[src/rtl/ehc_pkg.sv]
// ----------------------------------------------------------------------------
// ehc_pkg
// Shared types and fixed field constants of the escape histogram colorizer.
// ----------------------------------------------------------------------------
package ehc_pkg;

    // fixed field widths of the stream and configuration ports
    localparam int INT_W     = 10;
    localparam int FRAC_IN_W = 16;
    localparam int PC_W      = 23;
    localparam int COLOR_W   = 8;
    localparam int TDATA_W   = 32;
    localparam int RGB_W     = 3 * COLOR_W;

    localparam logic [PC_W-1:0] PC_RESET = 23'd2073600;

    // color code: band in the upper bits, ramp in the lower 8 bits
    localparam int CODE_W = 12;
    localparam int RAMP_W = 8;
    localparam int BAND_W = CODE_W - RAMP_W;
    localparam int STEP_W = 4;

    // 1791 = 2^11 - 2^8 - 1
    localparam int SPAN_SHIFT_HI = 11;
    localparam int SPAN_SHIFT_LO = 8;

    typedef struct packed {
        logic [COLOR_W-1:0] blue;
        logic [COLOR_W-1:0] green;
        logic [COLOR_W-1:0] red;
    } rgb_t;

    typedef struct packed {
        logic busy;
        logic done;
    } div_sts_t;

endpackage

[src/rtl/ehc_palette.sv]
// ----------------------------------------------------------------------------
// ehc_palette
// Maps a color code to a palette color: seven ramps of 256 steps, then black.
// ----------------------------------------------------------------------------
module ehc_palette (
    input  logic [ehc_pkg::CODE_W-1:0] code,
    input  logic                       ovf,
    output ehc_pkg::rgb_t              rgb
);
    import ehc_pkg::*;

    localparam logic [BAND_W-1:0] BAND_RED_UP     = 4'd0;
    localparam logic [BAND_W-1:0] BAND_GREEN_UP   = 4'd1;
    localparam logic [BAND_W-1:0] BAND_RED_DOWN   = 4'd2;
    localparam logic [BAND_W-1:0] BAND_BLUE_UP    = 4'd3;
    localparam logic [BAND_W-1:0] BAND_GREEN_DOWN = 4'd4;
    localparam logic [BAND_W-1:0] BAND_RED_BACK   = 4'd5;
    localparam logic [BAND_W-1:0] BAND_FADE       = 4'd6;

    localparam logic [COLOR_W-1:0] FULL = 8'hFF;

    logic [BAND_W-1:0]  band;
    logic [RAMP_W-1:0]  ramp;

    assign band = code[CODE_W-1:RAMP_W];
    assign ramp = code[RAMP_W-1:0];

    always_comb
    begin
        rgb = '0;
        if (!ovf)
        begin
            unique case (band)
                BAND_RED_UP:
                begin
                    rgb.red = ramp;
                end
                BAND_GREEN_UP:
                begin
                    rgb.red   = FULL;
                    rgb.green = ramp;
                end
                BAND_RED_DOWN:
                begin
                    rgb.red   = ~ramp;
                    rgb.green = FULL;
                end
                BAND_BLUE_UP:
                begin
                    rgb.green = FULL;
                    rgb.blue  = ramp;
                end
                BAND_GREEN_DOWN:
                begin
                    rgb.green = ~ramp;
                    rgb.blue  = FULL;
                end
                BAND_RED_BACK:
                begin
                    rgb.red  = ramp;
                    rgb.blue = FULL;
                end
                BAND_FADE:
                begin
                    rgb.red  = ~ramp;
                    rgb.blue = ~ramp;
                end
                default:
                begin
                    rgb = '0;
                end
            endcase
        end
    end

endmodule
[config.mk]
export PLATFORM = sky130hd
export DESIGN_NAME = ehc_palette
export DESIGN_NICKNAME = d
export VERILOG_FILES = /design/src/rtl/ehc_pkg.sv /design/src/rtl/ehc_palette.sv
export SDC_FILE = /design/constraint.sdc
export NUM_CORES = 1
export LEC_CHECK = 0
export BUFFER_PORTS_ARGS = -buffer_cell sky130_fd_sc_hd__buf_4
export CAP_MARGIN = 20
export CORE_MARGIN = 1
export CORE_UTILIZATION = 40
export DETAILED_ROUTE_END_ITERATION = 8
export PLACE_DENSITY = 0.82
export SLEW_MARGIN = 10
export SYNTH_ARGS = -nofsm -noshare
export SYNTH_HDL_FRONTEND = slang
export SYNTH_SLANG_ARGS = --single-unit
export TNS_END_PERCENT = 10
[constraint.sdc]
create_clock -name vclk -period 1
set_input_delay 0.05 -clock vclk [all_inputs]
set_output_delay 0.05 -clock vclk [all_outputs]
set_load 0.05 [all_outputs]
==> impl_metrics.prom, run 1 <==
# TYPE chip_impl_metric gauge
chip_impl_info{name="outcome",value="aborted with a tool error"} 1
chip_impl_metric{name="number_of_rows_created_at_floorplan",unit=""} 12
chip_impl_metric{name="placement.io_buffers",unit=""} 37
chip_impl_info{name="failing_step",value="detailed placement (3_5_place_dp)"} 1
chip_impl_metric{name="post_synth_num_cell_types",unit=""} 19
chip_impl_metric{name="avgSynthCellArea",unit="sq um"} 6.44
chip_impl_info{name="first-error",value="[ERROR DPL-0038] Utilization greater than 100%, impossible to legalize"} 1
chip_impl_metric{name="yosysWarningCount",unit=""} 0
chip_impl_metric{name="fp.dieH",unit="microns"} 38.5
chip_impl_metric{name="die-width",unit="microns"} 38.5
chip_impl_metric{name="synth_area",unit="sq um"} 534
chip_impl_metric{name="pin_count",unit=""} 37
chip_impl_metric{name="effective_utilization_at_floorplan",unit=""} 0.456
chip_impl_metric{name="synthesis.nets",unit=""} 96
chip_impl_metric{name="weighted_congestion_reported_at_the_end_of_routability_driven_placement",unit=""} 0.822
chip_impl_metric{name="synth_seq_area_share",unit=""} 0
chip_impl_metric{name="synth_cells",unit=""} 83
==> metrics by stage <==
step	std cells	TNS, ns	setup slack (ns)
global placement	158	-4.51	-0.303
floorplan	83	-3.56	-0.170
==> cell families after synthesis <==
family,after synthesis,share of synthesized area
compound gates,48,0.630
simple gates,21,0.246
buf+inv,14,0.124
==> cell usage after synthesis, types with 2 or more instances <==
cell type / number / area (sq um)
sky130_fd_sc_hd__o21a_1: 8 / 60.1
sky130_fd_sc_hd__a211oi_1: 8 / 60.1
sky130_fd_sc_hd__buf_2: 8 / 40.0
sky130_fd_sc_hd__clkbuf_1: 4 / 15.0
sky130_fd_sc_hd__nand2_1: 7 / 26.3
sky130_fd_sc_hd__or4_1: 7 / 52.6
sky130_fd_sc_hd__o21bai_1: 8 / 60.1
sky130_fd_sc_hd__o22ai_1: 14 / 87.6
sky130_fd_sc_hd__a21oi_1: 8 / 40.0
sky130_fd_sc_hd__or2_2: 2 / 12.5
==> inputs of run 2 (changes only) <==
--- a/config.mk
+++ b/config.mk
@@ -7,10 +7,10 @@
 export LEC_CHECK = 0
 export BUFFER_PORTS_ARGS = -buffer_cell sky130_fd_sc_hd__buf_4
 export CAP_MARGIN = 20
-export CORE_MARGIN = 1
-export CORE_UTILIZATION = 40
+export CORE_AREA = 2 2 63 65
 export DETAILED_ROUTE_END_ITERATION = 8
-export PLACE_DENSITY = 0.82
+export DIE_AREA = 0 0 65 67
+export PLACE_DENSITY_LB_ADDON = 0.15
 export SLEW_MARGIN = 10
 export SYNTH_ARGS = -nofsm -noshare
 export SYNTH_HDL_FRONTEND = slang
==> impl_metrics.prom, run 2 <==
# TYPE chip_impl_metric gauge
chip_impl_metric{name="min_period_over_period",unit=""} 1.24
chip_impl_metric{name="routed_via_density",unit=""} 4.76
chip_impl_metric{name="detail_route.first_pass.iterations",unit=""} 4
chip_impl_metric{name="p_per_area",unit="nW/um^2"} 512
chip_impl_metric{name="synthesis.nets",unit=""} 96
chip_impl_metric{name="timing.final.ws_setup",unit="ns"} -0.245
chip_impl_info{name="cp-end-kind",value="output port"} 1
chip_impl_metric{name="die_area",unit="sq um"} 4360
chip_impl_info{name="mostFrequentLayoutCell",value="sky130_fd_sc_hd__buf_4"} 1
chip_impl_metric{name="die-width",unit="microns"} 65
chip_impl_metric{name="synth_area",unit="sq um"} 534
chip_impl_metric{name="layout.area.seq",unit="sq um"} 0
chip_impl_metric{name="hold_viol_final",unit=""} 0
chip_impl_metric{name="worst-endpoint-required",unit="ns"} 0.95
chip_impl_metric{name="timing_worst_slew_pin_value",unit="ns"} 0.338
chip_impl_metric{name="finalPower",unit="uW"} 821
chip_impl_info{name="netlist.top_cell.by_area",value="sky130_fd_sc_hd__o22ai_1"} 1
chip_impl_metric{name="final_core_util",unit=""} 0.445
chip_impl_metric{name="max_incr_delay_on_cp",unit="ns"} 0.66
chip_impl_metric{name="detailedRoute.firstIterationViolations",unit=""} 44
chip_impl_metric{name="pin_count_of_the_biggest_net_entering_global_routing",unit=""} 15
chip_impl_info{name="unrepaired_setup_endpoints_after_global_routing",value="true"} 1
chip_impl_metric{name="drive_above_1_share",unit=""} 0.816
chip_impl_metric{name="power.sequential.fraction",unit=""} 0
chip_impl_metric{name="drc",unit=""} 0
chip_impl_info{name="timing.setup.critical_path_class",value="in2out"} 1
chip_impl_metric{name="wl_per_cell",unit="microns"} 14.3
chip_impl_metric{name="path_max_fanout",unit=""} 7
chip_impl_metric{name="core_area",unit="sq um"} 3610
chip_impl_metric{name="fin_worst_hold_slack",unit="ns"} 0.497
chip_impl_metric{name="layout.sequential_cells",unit=""} 0
chip_impl_metric{name="switching_power",unit="uW"} 456
chip_impl_metric{name="grt_pass1_vias",unit=""} 952
chip_impl_metric{name="global_route.overflow_total",unit=""} 0
chip_impl_info{name="synth.area.top_cells",value="sky130_fd_sc_hd__o22ai_1 (16%), sky130_fd_sc_hd__a211oi_1 (11%), sky130_fd_sc_hd__o21a_1 (11%)"} 1
chip_impl_metric{name="sw_frac_of_total",unit=""} 0.555
chip_impl_metric{name="yosysWarningCount",unit=""} 0
chip_impl_info{name="yosysMostFrequentCell",value="sky130_fd_sc_hd__o22ai_1"} 1
chip_impl_metric{name="shortest_period_the_worst_path_allows",unit="ns"} 1.24
chip_impl_metric{name="combinational_cell_fraction_of_total_power",unit=""} 1.000
chip_impl_metric{name="pin_count",unit=""} 37
chip_impl_metric{name="via_count",unit=""} 900
chip_impl_metric{name="avgSynthCellArea",unit="sq um"} 6.44
chip_impl_info{name="critPathSlowestCell",value="sky130_fd_sc_hd__or4b_4"} 1
chip_impl_metric{name="synth_top_area_frac",unit=""} 0.164
chip_impl_info{name="mostFrequentLayoutCells",value="sky130_fd_sc_hd__buf_4 (37), sky130_fd_sc_hd__buf_6 (30), sky130_fd_sc_hd__o22ai_4 (15)"} 1
chip_impl_metric{name="number_of_rows_created_at_floorplan",unit=""} 22
chip_impl_metric{name="post_synth_num_cell_types",unit=""} 19
chip_impl_metric{name="placement.io_buffers",unit=""} 37
chip_impl_info{name="critPathLaunchType",value="input pin"} 1
chip_impl_metric{name="drt.antenna.violating_nets",unit=""} 0
chip_impl_info{name="crit_chain",value="buf_8, or4b_4, o22ai_4, buf_6"} 1
chip_impl_metric{name="worst_ep_arrival_time",unit="ns"} 1.19
chip_impl_metric{name="drv_cap",unit=""} 0
chip_impl_metric{name="fin_nets",unit=""} 156
chip_impl_info{name="outcome",value="complete, but fails checks"} 1
chip_impl_metric{name="synth_seq_area_share",unit=""} 0
chip_impl_metric{name="timing_max_transition_violations_final",unit=""} 0
chip_impl_metric{name="clock_buffer_count",unit=""} 0
chip_impl_metric{name="maximum_clock_rate",unit="GHz"} 0.803
chip_impl_metric{name="area.growth.synth_to_final",unit="%"} 200
chip_impl_metric{name="grt_first_pass_wirelength",unit="mm"} 4.56
chip_impl_metric{name="cell_internal_pwr",unit="uW"} 366
chip_impl_metric{name="grtUsageTotal",unit=""} 0.131
chip_impl_metric{name="slew_headroom",unit=""} 0.774
chip_impl_metric{name="leakage",unit="nW"} 0.576
chip_impl_metric{name="setup-violations-final",unit=""} 24
chip_impl_info{name="failed_checks",value="negative setup slack"} 1
chip_impl_metric{name="grt_antenna_before_repair",unit=""} 0
chip_impl_metric{name="fp.dieH",unit="microns"} 67
chip_impl_metric{name="max-vdd-ir-drop",unit="mV"} 0.166
chip_impl_metric{name="ant_cells",unit=""} 0
chip_impl_metric{name="effective_utilization_at_floorplan",unit=""} 0.148
chip_impl_metric{name="weighted_congestion_reported_at_the_end_of_routability_driven_placement",unit=""} 0.726
chip_impl_info{name="min-delay-path-class",value="in2out"} 1
chip_impl_metric{name="hpwl",unit="mm"} 2.16
chip_impl_metric{name="detail_route.wirelength",unit="mm"} 2.70
chip_impl_metric{name="share_clk_of_total_power",unit=""} 0
chip_impl_metric{name="synth_cells",unit=""} 83
## run 2: cell counts after synthesis
Identical to the previous run, type by type.
## run 2: cells by family (layout without fill, tap and decap cells)
family,Yosys count,count (layout),synth area share
simple gates,21,21,0.246
compound gates,48,48,0.630
buf+inv,14,72,0.124
## run 2: power groups by stage
stage               combinational (mW)  clock [mW]  sequential [mW]
floorplan                        0.501           0                0
CTS                              0.815           0                0
detailed placement               0.755           0                0
global route                     0.868           0                0
finish                           0.821           0                0
global placement                 0.747           0                0
## run 2: what timing repair did
item                                   in CTS  in global routing
gates resized for setup                    41                  8
pin swaps                                  20                  9
gates cloned                                0                  0
setup buffers                               1                  0
endpoints found under the hold margin       0                  0
hold buffers                                0                  0
setup endpoints to repair                  24                 24
## run 2: layout make-up
cell class | instances | area (sq um)
tap | 48 | 60.1
multi-input combinational | 69 | 840
timing repair buffer | 72 | 706
fill | 366 | 2000
## run 2: worst max-delay path, delay by kind of cell
family,cells,cell delay (ns)
buf+inv,2,0.28
compound gates,1,0.20
simple gates,1,0.66
## run 2: per-stage QoR
stage | worst slack (ns) | cell area (sq um) | instances | TNS [ns]
floorplan | -0.170 | 915 | 83 | -3.56
global placement | -0.316 | 1420 | 188 | -5.91
detailed placement | -0.322 | 1420 | 188 | -6.01
CTS | -0.261 | 1580 | 189 | -3.72
global route | -0.270 | 1610 | 189 | -4.21
finish | -0.245 | 1610 | 189 | -3.54
## run 2: final timing paths
check  depth (start not counted)      from       to  slack [ns]
max                            4  code[11]  rgb[23]       -0.24
min                            4   code[2]  rgb[10]        0.50
## run 2: metal layers
metal | vias up | share of wire | global-route usage
li1 | 439 | - | -
met1 | 440 | 0.43 | 0.172
met2 | 21 | 0.53 | 0.245
met3 | 0 | 0.040 | 0.0101
met4 | 0 | 0 | 0.00532
met5 | - | 0 | 0
(Power assumes the default switching activity.)
