### config.mk
export PLATFORM = sky130hd
export DESIGN_NAME = ehc_divider
export DESIGN_NICKNAME = d
export VERILOG_FILES = /design/src/rtl/ehc_pkg.sv /design/src/rtl/ehc_divider.sv
export SDC_FILE = /design/constraint.sdc
export NUM_CORES = 1
export LEC_CHECK = 0
export ABC_AREA = 1
export BUFFER_PORTS_ARGS = -buffer_cell sky130_fd_sc_hd__buf_2
export CAP_MARGIN = 20
export CORE_AREA = 2 2 162 124
export CTS_BUF_LIST = sky130_fd_sc_hd__clkbuf_8 sky130_fd_sc_hd__clkbuf_16
export CTS_CLUSTER_DIAMETER = 120
export CTS_CLUSTER_SIZE = 28
export DETAILED_ROUTE_END_ITERATION = 8
export DIE_AREA = 0 0 164 126
export PLACE_DENSITY_LB_ADDON = 0.15
export SLEW_MARGIN = 20
export SYNTH_ARGS = -nofsm -noshare
export SYNTH_HDL_FRONTEND = slang
export SYNTH_SLANG_ARGS = --single-unit
### constraint.sdc
create_clock -name clk -period 9.7 [get_ports clk]
set_clock_uncertainty 0.2 [all_clocks]
set_input_delay 0.485 -clock clk [delete_from_list [all_inputs] [get_ports clk]]
set_output_delay 0.485 -clock clk [all_outputs]
set_load 0.02 [all_outputs]
### src/rtl/ehc_pkg.sv
// ----------------------------------------------------------------------------
// ehc_pkg
// Shared types and fixed field constants of the escape histogram colorizer.
// ----------------------------------------------------------------------------
package ehc_pkg;

    // fixed field widths of the stream and configuration ports
    localparam int INT_W     = 10;
    localparam int FRAC_IN_W = 16;
    localparam int PC_W      = 23;
    localparam int COLOR_W   = 8;
    localparam int TDATA_W   = 32;
    localparam int RGB_W     = 3 * COLOR_W;

    localparam logic [PC_W-1:0] PC_RESET = 23'd2073600;

    // color code: band in the upper bits, ramp in the lower 8 bits
    localparam int CODE_W = 12;
    localparam int RAMP_W = 8;
    localparam int BAND_W = CODE_W - RAMP_W;
    localparam int STEP_W = 4;

    // 1791 = 2^11 - 2^8 - 1
    localparam int SPAN_SHIFT_HI = 11;
    localparam int SPAN_SHIFT_LO = 8;

    typedef struct packed {
        logic [COLOR_W-1:0] blue;
        logic [COLOR_W-1:0] green;
        logic [COLOR_W-1:0] red;
    } rgb_t;

    typedef struct packed {
        logic busy;
        logic done;
    } div_sts_t;

endpackage

### src/rtl/ehc_divider.sv
// ----------------------------------------------------------------------------
// ehc_divider
// Restoring divider: one compare and subtract per cycle, CODE_W quotient bits.
// The caller guarantees the quotient fits in CODE_W bits.
// ----------------------------------------------------------------------------
module ehc_divider #(
    parameter int NUM_W = 50,
    parameter int DEN_W = 39
) (
    input  logic                         clk,
    input  logic                         rst_n,
    input  logic                         start,
    input  logic [NUM_W-1:0]             num,
    input  logic [DEN_W-1:0]             den,
    output ehc_pkg::div_sts_t            sts,
    output logic [ehc_pkg::CODE_W-1:0]   quo
);
    import ehc_pkg::*;

    localparam int CW = (NUM_W > DEN_W + CODE_W) ? NUM_W : DEN_W + CODE_W;

    logic [CW-1:0]     rem_reg,  rem_next;
    logic [CW-1:0]     dsh_reg,  dsh_next;
    logic [CODE_W-1:0] quo_reg,  quo_next;
    logic [STEP_W-1:0] step_reg, step_next;
    logic              busy_reg, busy_next;
    logic              done_reg, done_next;
    logic              fits;

    assign fits = (rem_reg >= dsh_reg);

    always_comb
    begin
        rem_next  = rem_reg;
        dsh_next  = dsh_reg;
        quo_next  = quo_reg;
        step_next = step_reg;
        busy_next = busy_reg;
        done_next = 1'b0;
        if (start)
        begin
            rem_next  = CW'(num);
            dsh_next  = CW'(den) << (CODE_W - 1);
            quo_next  = '0;
            step_next = '0;
            busy_next = 1'b1;
        end
        else if (busy_reg)
        begin
            if (fits)
            begin
                rem_next = rem_reg - dsh_reg;
            end
            quo_next  = {quo_reg[CODE_W-2:0], fits};
            dsh_next  = dsh_reg >> 1;
            step_next = step_reg + 1'b1;
            if (step_reg == STEP_W'(CODE_W - 1))
            begin
                busy_next = 1'b0;
                done_next = 1'b1;
            end
        end
    end

    always_ff @(posedge clk or negedge rst_n)
    begin
        if (!rst_n)
        begin
            step_reg <= '0;
            busy_reg <= 1'b0;
            done_reg <= 1'b0;
        end
        else
        begin
            step_reg <= step_next;
            busy_reg <= busy_next;
            done_reg <= done_next;
        end
    end

    always_ff @(posedge clk)
    begin
        rem_reg <= rem_next;
        dsh_reg <= dsh_next;
        quo_reg <= quo_next;
    end

    assign sts.busy = busy_reg;
    assign sts.done = done_reg;
    assign quo      = quo_reg;

endmodule

==> impl_summary.txt, run 1 <==
----------------------------------------------------
[Flow run]
  Reported max-cap violation count ... 0

[Yosys]
  Fraction of the yosys area taken by sequential cells ... 0.375
  Compound-cell area share of the yosys netlist ... 0.136
  Number of nets in the synthesized netlist ... 1,413
  Share of cell area taken by muxes after synthesis ... 0
  Number of warnings printed during yosys synthesis ... 0
  Post-synthesis simple-gate area fraction ... 0.302
  Share of flip-flops with an asynchronous set or reset ... 0.0504
  Mapped cell area ... 8810 um^2
  Number of instances in the synthesized netlist ... 1,269
  Post-synthesis xor/xnor area fraction ... 0.0109
  Register bit count reported by yosys ... 119
  Post-synthesis share of cell area spent on full adders, half adders and majority gates ... 0.0747
  Distinct cells, synth ... 44
  Combinational family with the most area after synthesis ... simple AND/OR/NAND/NOR gates
  Post-Syn Area per Cell ... 6.94 um^2
  Number of enable flip-flop cells after synthesis ... 89
  Main flop type after synthesis ... sky130_fd_sc_hd__edfxtp_1

[CTS]
  Count of instances resized after the clock tree is built ... 0
  Root buffer cell ... sky130_fd_sc_hd__clkbuf_16
  Number of buffers between clock root and the deepest sink ... 2
  Number of buffers inserted to repair setup after CTS ... 0
  Clk_lat worst skew ... 0.42 ns
  TritonCTS clock tree ... built
  Sinks on the clock net ... 119
  CTS Hold Bufs ... 1
  Worst-path clk slew ... 0.06 ns
  CTS HTree Levels ... 4
  CTS buffer count ... 17

[Route]
  DRT antenna net count ... 0
  Number of DRC markers after the initial detailed-route iteration ... 729
  Number of DRC violations after detailed routing ... 0
  Detail-routed via count per cell ... 5.13
  DR vias ... 8,404
  Total length of routed wires ... 26.8 mm
  Initial DRT Pass Iterations ... 5
  Final routed wire length divided by cell count ... 16.4 um

[STA]
  Fin. max-slew vios ... 0
  Endpoints failing setup ... 0
  Slew HR ... 0.519
  Sum of negative setup slack ... 0 ns
  Period Utilization, post-route ... 0.336
  Time the worst path needs with I/O delays and setup ... 3.26 ns
  Maximum clock frequency ... 307 MHz
  Worst slew pin tran ... 0.722 ns
  Unrepaired setup endpoints after global routing ... no
  Final hold violation count ... 0

[Worst setup path]
  Maximum single-stage delay on the critical path ... 0.56 ns
  Category of the most critical setup path ... reg -> reg
  Top cell family by delay on the critical path ... simple AND/OR/NAND/NOR gates
  Most used cell along the critical path ... sky130_fd_sc_hd__nand2_1
  Critical Path RT ... 9.55 ns
  R2R setup slack ... 6.44 ns
  Sum of buffers and inverters on the critical path ... 2
  CP Data Arrival Time ... 3.10 ns
  Capturing element type of the critical path ... register
  Kind of start point of the critical path ... register
  Standard cell with the maximum stage delay on the critical path ... sky130_fd_sc_hd__buf_4
  Crit-path max FO ... 50
  Chain of cells forming the critical path ... inv_1 -> ha_1 -> nand2_1 -> nor2_1 -> nand2_1 -> nor3_1 -> nand3_1 -> nand3_2 -> nand2_1 -> nand2_2 -> buf_4

[Finish]
  ANT cells ... 0
  Most frequent cells in the layout ... 407 x sky130_fd_sc_hd__nand2_1, 204 x sky130_fd_sc_hd__inv_1, 105 x sky130_fd_sc_hd__nor2_1
  Final cell count without fillers ... 1,638
  Final net count ... 1,516
  Area overhead of the layout relative to synthesis ... 15.5%
  Most common library cell in the layout ignoring fill and taps ... sky130_fd_sc_hd__nand2_1
  Number of flip-flops under the largest register name ... 51
  Filler instances ... 1,942
  Final instance area ... 10,200 um^2
  Share of cells above drive strength 1 ... 0.129

[Floorplanning]
  Die Area ... 20,700 um^2
  Die W ... 164 um
  IO Pins ... 106
  Standard cell core area ... 19,100 um^2
  Starting density of the core ... 0.461
  Site row count ... 44
  Vertical extent of the die ... 126 um

[Global route]
  Via count of the first global-routing pass ... 7,872
  Met3 capacity usage during global routing ... 0.0573
  Met2 routing resource usage after global routing ... 0.384
  Antenna violations before repair ... 0
  Tot GR Track Use ... 0.267
  Overflow after GRT ... 0
  Most heavily used metal layer in global routing ... met1
  Global-route track usage on met1 ... 0.408
  Wire length of the first global-routing pass ... 42.4 mm
  Maximum number of pins on one net before global-route repair ... 61

[Placed design]
  Cell area after placement ... 9580 um^2
  Cells after DPL ... 1,605
  Port buffer count ... 105
  Hpwl dp ... 20.7 mm
  Final GP Congestion ... 0.963

[Pwr]
  Pwr Density ... 317 nW/um^2
  Peak supply drop ... 0.113 mV
  Static leakage ... 0.00494 uW

[Hold path]
  Class of the most critical hold timing path ... in -> reg

[Run status]
  Status ... completed

----------------------------------------------------
tightest hold or removal path, stage by stage:
cell and delay (ns):
sky130_fd_sc_hd__buf_2 0.07, sky130_fd_sc_hd__nand2_1 0.04, sky130_fd_sc_hd__inv_1 0.04
kinds of logic (layout without fill, tap and decap cells):
logic type               count (synthesis)  in the layout
AO/OA/AOI/OAI                          211            211
buffers and inverters                  235            351
XOR/XNOR                                11             11
flip-flops                             119            119
adder cells (fa/ha/maj)                 52             52
AND/OR/NAND/NOR                        641            641
cells in the mapped netlist, drive strengths merged (8+ instances only):
library cell / n / area [um^2]
nand3: 70 / 365
buf: 8 / 41.3
ha: 51 / 638
nand2: 415 / 1570
dfxtp: 24 / 480
o21bai: 18 / 139
or2: 11 / 68.8
nand4: 12 / 75.1
nor3: 13 / 80.1
xnor2: 8 / 70.1
edfxtp: 89 / 2670
inv: 207 / 777
o22ai: 19 / 119
clkbuf: 19 / 71.3
a21oi: 72 / 375
nor2: 111 / 432
o21ai: 91 / 478
report_power, final:
group	internal [uW]	total [uW]	switching, uW	leakage (uW)
registers	732	778	46.4	0.00122
logic	583	1830	1240	0.00342
clock network	376	623	247	0.000294
worst paths after layout:
path / from / endpoint / cells after the start
worst max-delay path: dsh_reg[14] / rem_reg[27] / 11
worst min-delay path: den[38] / dsh_reg[49] / 3
worst max register to register: dsh_reg[14] / rem_reg[27] / 11
worst min register to register: quo[8] / quo[8] / 2
max in group asynchronous: rst_n / step_reg[0] / 2
min in group asynchronous: rst_n / done_reg / 2
through the flow:
stage / utilization / power, uW / setup slack (ns) / hold WS (ns)
2_1_floorplan: - / 2050 / 6.45 / -0.0106
3_3_place_gp: 0.502 / 2560 / 6.48 / 0.120
3_5_place_dp: 0.502 / 2570 / 6.46 / 0.114
4_1_cts: 0.532 / 3200 / 6.47 / 0.118
5_1_grt: 0.532 / 3480 / 6.21 / 0.139
6_report: 0.532 / 3230 / 6.44 / 0.122
routing by layer:
metal / vias up / routed length (um)
met5: - / 0
met4: 0 / 417
met3: 29 / 2030
met2: 287 / 10600
met1: 3772 / 13800
li1: 4316 / -
layout make-up:
| class | instances | area (um^2) | share of cell area |
|---|---|---|---|
| clock inverter | 13 | 116 | 0.0114 |
| tap | 253 | 317 | 0.0311 |
| sequential | 119 | 3300 | 0.325 |
| multi-input combinational | 915 | 4620 | 0.454 |
| clock buffer | 19 | 464 | 0.0456 |
| timing repair buffer | 111 | 576 | 0.0566 |
| inverter | 208 | 781 | 0.0768 |
(Power assumes the default switching activity.)
==> run 2, diff against run 1 <==
==> constraint.sdc (replaced) <==
create_clock -name clk -period 3.35 [get_ports clk]
set_clock_uncertainty 0.2 [all_clocks]
set_input_delay 0.1675 -clock clk [delete_from_list [all_inputs] [get_ports clk]]
set_output_delay 0.1675 -clock clk [all_outputs]
set_load 0.02 [all_outputs]
==> impl_summary.txt, run 2 (synthesized netlist as in run 1, its figures left out) <==
----------------------------------------------------
[Worst setup path]
  Capturing element type of the critical path ... register
  First element of the critical path ... rem_reg[36]
  Reg-to-reg startpoint ... rem_reg[36]
  Critical Path RT ... 3.26 ns (-6.29 ns)
  R2R setup slack ... 0.42 ns (-6.03 ns)
  Critical register-to-register path endpoint ... rem_reg[38]
  Setup crit end ... rem_reg[38]
  Crit-path max FO ... 18 (-64%)
  Kind of start point of the critical path ... register
  Depth of the worst register-to-register path ... 12 (+1)
  Category of the most critical setup path ... reg -> reg
  CP Data Arrival Time ... 2.84 ns (-0.26 ns)

[STA]
  Unrepaired setup endpoints after global routing ... no
  Fin. max-slew vios ... 0 (unchanged)
  Final hold violation count ... 0 (unchanged)
  Slew HR ... 0.391 (-0.128)
  Period Utilization, post-route ... 0.875 (+0.540)
  Worst slew pin tran ... 0.911 ns (+0.189 ns)
  Sum of negative setup slack ... 0 ns (unchanged)
  Endpoints failing setup ... 0 (unchanged)
  Time the worst path needs with I/O delays and setup ... 2.93 ns (-0.325 ns)
  Maximum clock frequency ... 341 MHz (+11%)

[CTS]
  Count of instances resized after the clock tree is built ... 0 (unchanged)
  CTS HTree Levels ... 4 (unchanged)
  TritonCTS clock tree ... built
  Worst-path clk slew ... 0.06 ns (about the same)
  Number of buffers between clock root and the deepest sink ... 2 (unchanged)
  Root buffer cell ... sky130_fd_sc_hd__clkbuf_16
  Sinks on the clock net ... 119 (unchanged)
  CTS buffer count ... 17 (unchanged)
  Clk_lat worst skew ... 0.43 ns (about the same)

[Placed design]
  Final GP Congestion ... 0.933 (-3.1%)
  Cell area after placement ... 9630 um^2 (+0.50%)
  Hpwl dp ... 21.1 mm (+2.0%)
  Port buffer count ... 105 (unchanged)

[Floorplanning]
  Vertical extent of the die ... 126 um (unchanged)
  Starting density of the core ... 0.461 (unchanged)
  Site row count ... 44 (unchanged)
  Standard cell core area ... 19,100 um^2 (unchanged)
  Die Area ... 20,700 um^2 (unchanged)
  Die W ... 164 um (unchanged)
  IO Pins ... 106 (unchanged)

[Route]
  Number of DRC markers after the initial detailed-route iteration ... 703 (-3.6%)
  DRT antenna net count ... 0 (unchanged)
  Total length of routed wires ... 27.9 mm (+4.2%)
  Number of DRC violations after detailed routing ... 0 (unchanged)
  Detail-routed via count per cell ... 5.12 (-0.26%)
  Initial DRT Pass Iterations ... 7 (+2)
  Final routed wire length divided by cell count ... 16.1 um (-1.4%)
  DR vias ... 8,858 (+5.4%)

[Global route]
  Tot GR Track Use ... 0.281 (+0.0137)
  Antenna violations before repair ... 0 (unchanged)
  Overflow after GRT ... 0 (unchanged)
  Maximum number of pins on one net before global-route repair ... 66 (+8.2%)
  Wire length of the first global-routing pass ... 44.4 mm (+4.5%)
  Via count of the first global-routing pass ... 8,314 (+5.6%)

[Finish]
  Most frequent cells in the layout ... 407 x sky130_fd_sc_hd__nand2_1, 205 x sky130_fd_sc_hd__inv_1, 105 x sky130_fd_sc_hd__nor2_1
  Final Util ... 0.584 (+0.0512)
  Final instance area ... 11,200 um^2 (+9.6%)
  Filler instances ... 1,807 (-7.0%)
  Number of flip-flops under the largest register name ... 51 (unchanged)
  Area overhead of the layout relative to synthesis ... 26.6%
  Most common library cell in the layout ignoring fill and taps ... sky130_fd_sc_hd__nand2_1
  Final net count ... 1,609 (+6.1%)
  Share of cells above drive strength 1 ... 0.122 (-0.00678)
  ANT cells ... 0 (unchanged)

[Hold path]
  Class of the most critical hold timing path ... in -> reg
  Hold path startpoint ... start

[Flow run]
  Reported max-cap violation count ... 0 (unchanged)

[Run status]
  Status ... completed

[Pwr]
  Static leakage ... 0.00536 uW (+8.5%)
  Pwr Density ... 853 nW/um^2 (+170%)
  Peak supply drop ... 0.322 mV (+180%)

----------------------------------------------------
[run 2: cell count changes in the layout (fill, tap and decap cells not counted), moves of 2 or more]
cell / delta
sky130_fd_sc_hd__dlygate4sd3_1: +90
sky130_fd_sc_hd__inv_6: -3
sky130_fd_sc_hd__clkbuf_16: +3
sky130_fd_sc_hd__buf_12: +2
[run 2: timing repair]
item | 4_1_cts | 5_1_grt
hold endpoints to repair | 95 | 0
setup endpoints to repair | 0 | 0
setup buffers | 0 | 0
hold buffers | 91 | 0
[run 2: power breakdown]
part	internal, uW	switching (uW)
combinational	1790	3600
clock	1160	712
sequential	2120	131
[run 2: layout make-up]
class                      count  area [um^2]  share of cell area
clock buffer                  23          553              0.0496
clock inverter                 9         57.6             0.00516
inverter                     208          781              0.0700
multi-input combinational    915         4620               0.414
sequential                   119         3300               0.296
tap                          253          317              0.0284
timing repair buffer         204         1520               0.137
[run 2: worst min-delay path by stage]
| stage | endpoint | slack [ns] | cells after the start |
|---|---|---|---|
| 5_1_grt | rem_reg[30] | 0.11 | 2 |
| 4_1_cts | dsh_reg[49] | 0.07 | 3 |
| 3_3_place_gp | done_reg | -0.20 | 1 |
| 2_1_floorplan | busy_reg | -0.33 | 0 |
| 3_5_place_dp | done_reg | -0.20 | 1 |
| 6_report | dsh_reg[49] | 0.08 | 3 |
[run 2: per-layer routing]
metal | part of all wire | track usage | wire (um)
met3 | 0.059 | 0.0415 | 1650
met1 | 0.52 | 0.433 | 14500
met5 | 0 | 0 | 0
met2 | 0.41 | 0.414 | 11500
met4 | 0.013 | 0.0645 | 361
[run 2: critical path, cell delays in order, from the launching register on]
cell and delay (ns):
sky130_fd_sc_hd__edfxtp_1 0.42, sky130_fd_sc_hd__ha_1 0.41, sky130_fd_sc_hd__nand2_1 0.16, sky130_fd_sc_hd__nor2_1 0.16
sky130_fd_sc_hd__inv_1 0.07, sky130_fd_sc_hd__nor2_1 0.15, sky130_fd_sc_hd__nand2_1 0.17, sky130_fd_sc_hd__nor2_1 0.14
sky130_fd_sc_hd__nand3_1 0.09, sky130_fd_sc_hd__nand3_2 0.12, sky130_fd_sc_hd__nand2_1 0.10, sky130_fd_sc_hd__nand2_2 0.11
sky130_fd_sc_hd__buf_4 0.29
[run 2: stage by stage]
stage	hold WS (ns)	worst slack, ns	total power (uW)	instances
6_report	0.0830	0.418	9520	1731
4_1_cts	0.0681	0.415	9470	1731
3_3_place_gp	-0.200	0.440	7440	1608
3_5_place_dp	-0.198	0.444	7470	1608
2_1_floorplan	-0.328	0.0983	5940	1269
5_1_grt	0.112	0.206	10300	1731
==> run 3, diff against run 2 <==
--- a/config.mk
+++ b/config.mk
@@ -8,12 +8,12 @@
 export ABC_AREA = 1
 export BUFFER_PORTS_ARGS = -buffer_cell sky130_fd_sc_hd__buf_2
 export CAP_MARGIN = 20
-export CORE_AREA = 2 2 162 124
+export CORE_AREA = 2 2 157 120
 export CTS_BUF_LIST = sky130_fd_sc_hd__clkbuf_8 sky130_fd_sc_hd__clkbuf_16
 export CTS_CLUSTER_DIAMETER = 120
 export CTS_CLUSTER_SIZE = 28
 export DETAILED_ROUTE_END_ITERATION = 8
-export DIE_AREA = 0 0 164 126
+export DIE_AREA = 0 0 159 122
 export PLACE_DENSITY_LB_ADDON = 0.15
 export SLEW_MARGIN = 20
 export SYNTH_ARGS = -nofsm -noshare
==> impl_summary.txt, run 3 (synthesized netlist as in run 1, its figures left out) <==
----------------------------------------------------
[STA]
  Worst slew pin tran ... 1.01 ns (+0.0960 ns)
  Smallest setup slack after layout ... 0.384 ns (-0.0334 ns)
  Period Utilization, post-route ... 0.885 (+0.00998)
  Unrepaired setup endpoints after global routing ... no
  Fin. max-slew vios ... 0 (unchanged)
  Time the worst path needs with I/O delays and setup ... 2.97 ns (+0.0334 ns)
  Slew HR ... 0.329 (-0.0619)
  Final hold violation count ... 0 (unchanged)
  Endpoints failing setup ... 0 (unchanged)
  Maximum clock frequency ... 337 MHz (-1.1%)
  Sum of negative setup slack ... 0 ns (unchanged)
  Worst-case hold slack ... 0.263 ns (+0.180 ns)

[Worst setup path]
  Kind of start point of the critical path ... register
  Standard cell with the maximum stage delay on the critical path ... sky130_fd_sc_hd__ha_1
  Top cell family by delay on the critical path ... simple AND/OR/NAND/NOR gates
  Most used cell along the critical path ... sky130_fd_sc_hd__nand2_1
  Crit-path max FO ... 50 (+32)
  Critical Path RT ... 3.25 ns (about the same)
  Maximum single-stage delay on the critical path ... 0.43 ns (about the same)
  Capturing element type of the critical path ... register
  Chain of cells forming the critical path ... ha_1 -> nand2_1 -> nor2_1 -> inv_1 -> nor2_1 -> nand2_1 -> nor2_1 -> nand2_1 -> nand3_2 -> nand2_1 -> nand2_2 -> buf_12
  Sum of buffers and inverters on the critical path ... 2 (unchanged)
  CP Data Arrival Time ... 2.86 ns (+0.02 ns)
  Category of the most critical setup path ... reg -> reg

[CTS]
  Number of buffers between clock root and the deepest sink ... 2 (unchanged)
  Clk_lat worst skew ... 0.43 ns (about the same)
  CTS Hold Bufs ... 92 (+1.1%)
  CTS buffer count ... 17 (unchanged)
  Sinks on the clock net ... 119 (unchanged)
  TritonCTS clock tree ... built
  CTS HTree Levels ... 4 (unchanged)
  Worst-path clk slew ... 0.06 ns (about the same)
  Number of buffers inserted to repair setup after CTS ... 0 (unchanged)
  Root buffer cell ... sky130_fd_sc_hd__clkbuf_16
  Count of instances resized after the clock tree is built ... 0 (unchanged)

[Floorplanning]
  Starting density of the core ... 0.487 (+0.0262)
  Standard cell core area ... 18,100 um^2 (-5.4%)
  IO Pins ... 106 (unchanged)
  Vertical extent of the die ... 122 um (-3.2%)
  Die W ... 159 um (-3.0%)
  Die Area ... 19,400 um^2 (-6.1%)
  Site row count ... 43 (-2.3%)

[Pwr]
  Pwr Density ... 855 nW/um^2 (+0.22%)
  Sequential Power Share ... 0.236 (about the same)
  Peak supply drop ... 0.384 mV (+19%)
  Final Total Pwr ... 9570 uW (+0.60%)
  Static leakage ... 0.00538 uW (+0.36%)
  Cell Int Power ... 5160 uW (+1.8%)
  Switching share of total power ... 0.461 (-0.00651)
  Clock share of power ... 0.206 (+0.009)
  Combinational group share of total power ... 0.558 (-0.009)
  Net switching power figure ... 4410 uW (-0.80%)

[Global route]
  Via count of the first global-routing pass ... 8,589 (+3.3%)
  Tot GR Track Use ... 0.296 (+0.0153)
  Met2 routing resource usage after global routing ... 0.442 (+0.0279)
  Maximum number of pins on one net before global-route repair ... 101 (+53%)
  Global-route track usage on met1 ... 0.441 (+0.00748)
  Antenna violations before repair ... 0 (unchanged)
  Wire length of the first global-routing pass ... 44.6 mm (+0.59%)
  Met3 capacity usage during global routing ... 0.0555 (+0.0140)
  Overflow after GRT ... 0 (unchanged)
  Most heavily used metal layer in global routing ... met2

[Placed design]
  Hpwl dp ... 20.6 mm (-2.3%)
  Setup WS pre-CTS ... 0.449 ns (+0.00537 ns)
  Port buffer count ... 105 (unchanged)
  Final GP Congestion ... 1.01 (+8.5%)

[Finish]
  Filler instances ... 1,698 (-6.0%)
  Area overhead of the layout relative to synthesis ... 27.1%
  Most common library cell in the layout ignoring fill and taps ... sky130_fd_sc_hd__nand2_1
  Final net count ... 1,609 (unchanged)
  Most frequent cells in the layout ... 407 x sky130_fd_sc_hd__nand2_1, 205 x sky130_fd_sc_hd__inv_1, 105 x sky130_fd_sc_hd__nor2_1
  Number of flip-flops under the largest register name ... 51 (unchanged)
  Share of cells above drive strength 1 ... 0.122 (-0.000677)
  ANT cells ... 0 (unchanged)

[Route]
  DR vias ... 8,877 (+0.21%)
  Number of DRC markers after the initial detailed-route iteration ... 769 (+9.4%)
  Number of DRC violations after detailed routing ... 0 (unchanged)
  Total length of routed wires ... 27.8 mm (-0.31%)
  Initial DRT Pass Iterations ... 5 (-2)
  Final routed wire length divided by cell count ... 16.1 um (about the same)
  Detail-routed via count per cell ... 5.15 (+0.56%)
  DRT antenna net count ... 0 (unchanged)

[Run status]
  Status ... completed

[Flow run]
  Reported max-cap violation count ... 0 (unchanged)

[Hold path]
  Class of the most critical hold timing path ... reg -> reg

----------------------------------------------------
==> run 3: changes by cell type in the layout (fill, tap and decap cells not counted) <==
cell and delta:
sky130_fd_sc_hd__clkbuf_16 +2, sky130_fd_sc_hd__clkinv_2 -2, sky130_fd_sc_hd__buf_4 -1, sky130_fd_sc_hd__clkbuf_8 +1, sky130_fd_sc_hd__dlygate4sd3_1 +1, sky130_fd_sc_hd__inv_4 -1
==> run 3: layout make-up <==
class                           instances  area (um^2)  share of cell area
Multi-Input combinational cell        915         4620               0.412
Sequential cell                       119         3300               0.295
Timing Repair Buffer                  204         1530               0.136
Inverter                              208          781              0.0698
Clock buffer                           26          617              0.0551
Tap cell                              247          309              0.0276
Clock inverter                          6         41.3             0.00369
==> run 3: through the flow <==
stage	instance area, um^2	util	cells
5_1_grt	11200	0.619	1725
3_3_place_gp	9610	0.532	1601
4_1_cts	11200	0.619	1725
3_5_place_dp	9610	0.532	1601
2_1_floorplan	8810	-	1269
6_report	11200	0.619	1725
==> run 3: worst paths after layout <==
| kind | end | from | cells past startpoint | slack [ns] |
|---|---|---|---|---|
| min | quo[11] | quo[11] | 2 | 0.26 |
| min in group asynchronous | step_reg[1] | rst_n | 3 | 0.51 |
| max in group asynchronous | busy_reg | rst_n | 3 | 2.21 |
| max | rem_reg[23] | rem_reg[32] | 12 | 0.38 |
| max reg2reg | rem_reg[23] | rem_reg[32] | 12 | 0.38 |
| min reg2reg | quo[11] | quo[11] | 2 | 0.26 |
==> run 3: power groups by stage <==
stage	clock (uW)	sequential, uW	combinational (uW)
floorplan	0	2260	3680
CTS	2000	2260	5250
finish	1980	2260	5340
global placement	0	2260	5140
detailed placement	0	2280	5130
global route	2080	2290	5950
==> run 3: layer usage <==
| layer | wire length (um) | vias to the layer above |
|---|---|---|
| li1 | - | 4509 |
| met1 | 14200 | 4005 |
| met2 | 11300 | 326 |
| met3 | 1740 | 37 |
| met4 | 577 | 0 |
| met5 | 0 | - |
==> run 3: tightest hold or removal path: cells and delay by family (launching register included) <==
family           cells  cell delay [ns]
AO/OA/AOI/OAI        1             0.05
flip-flops           1             0.33
AND/OR/NAND/NOR      1             0.05
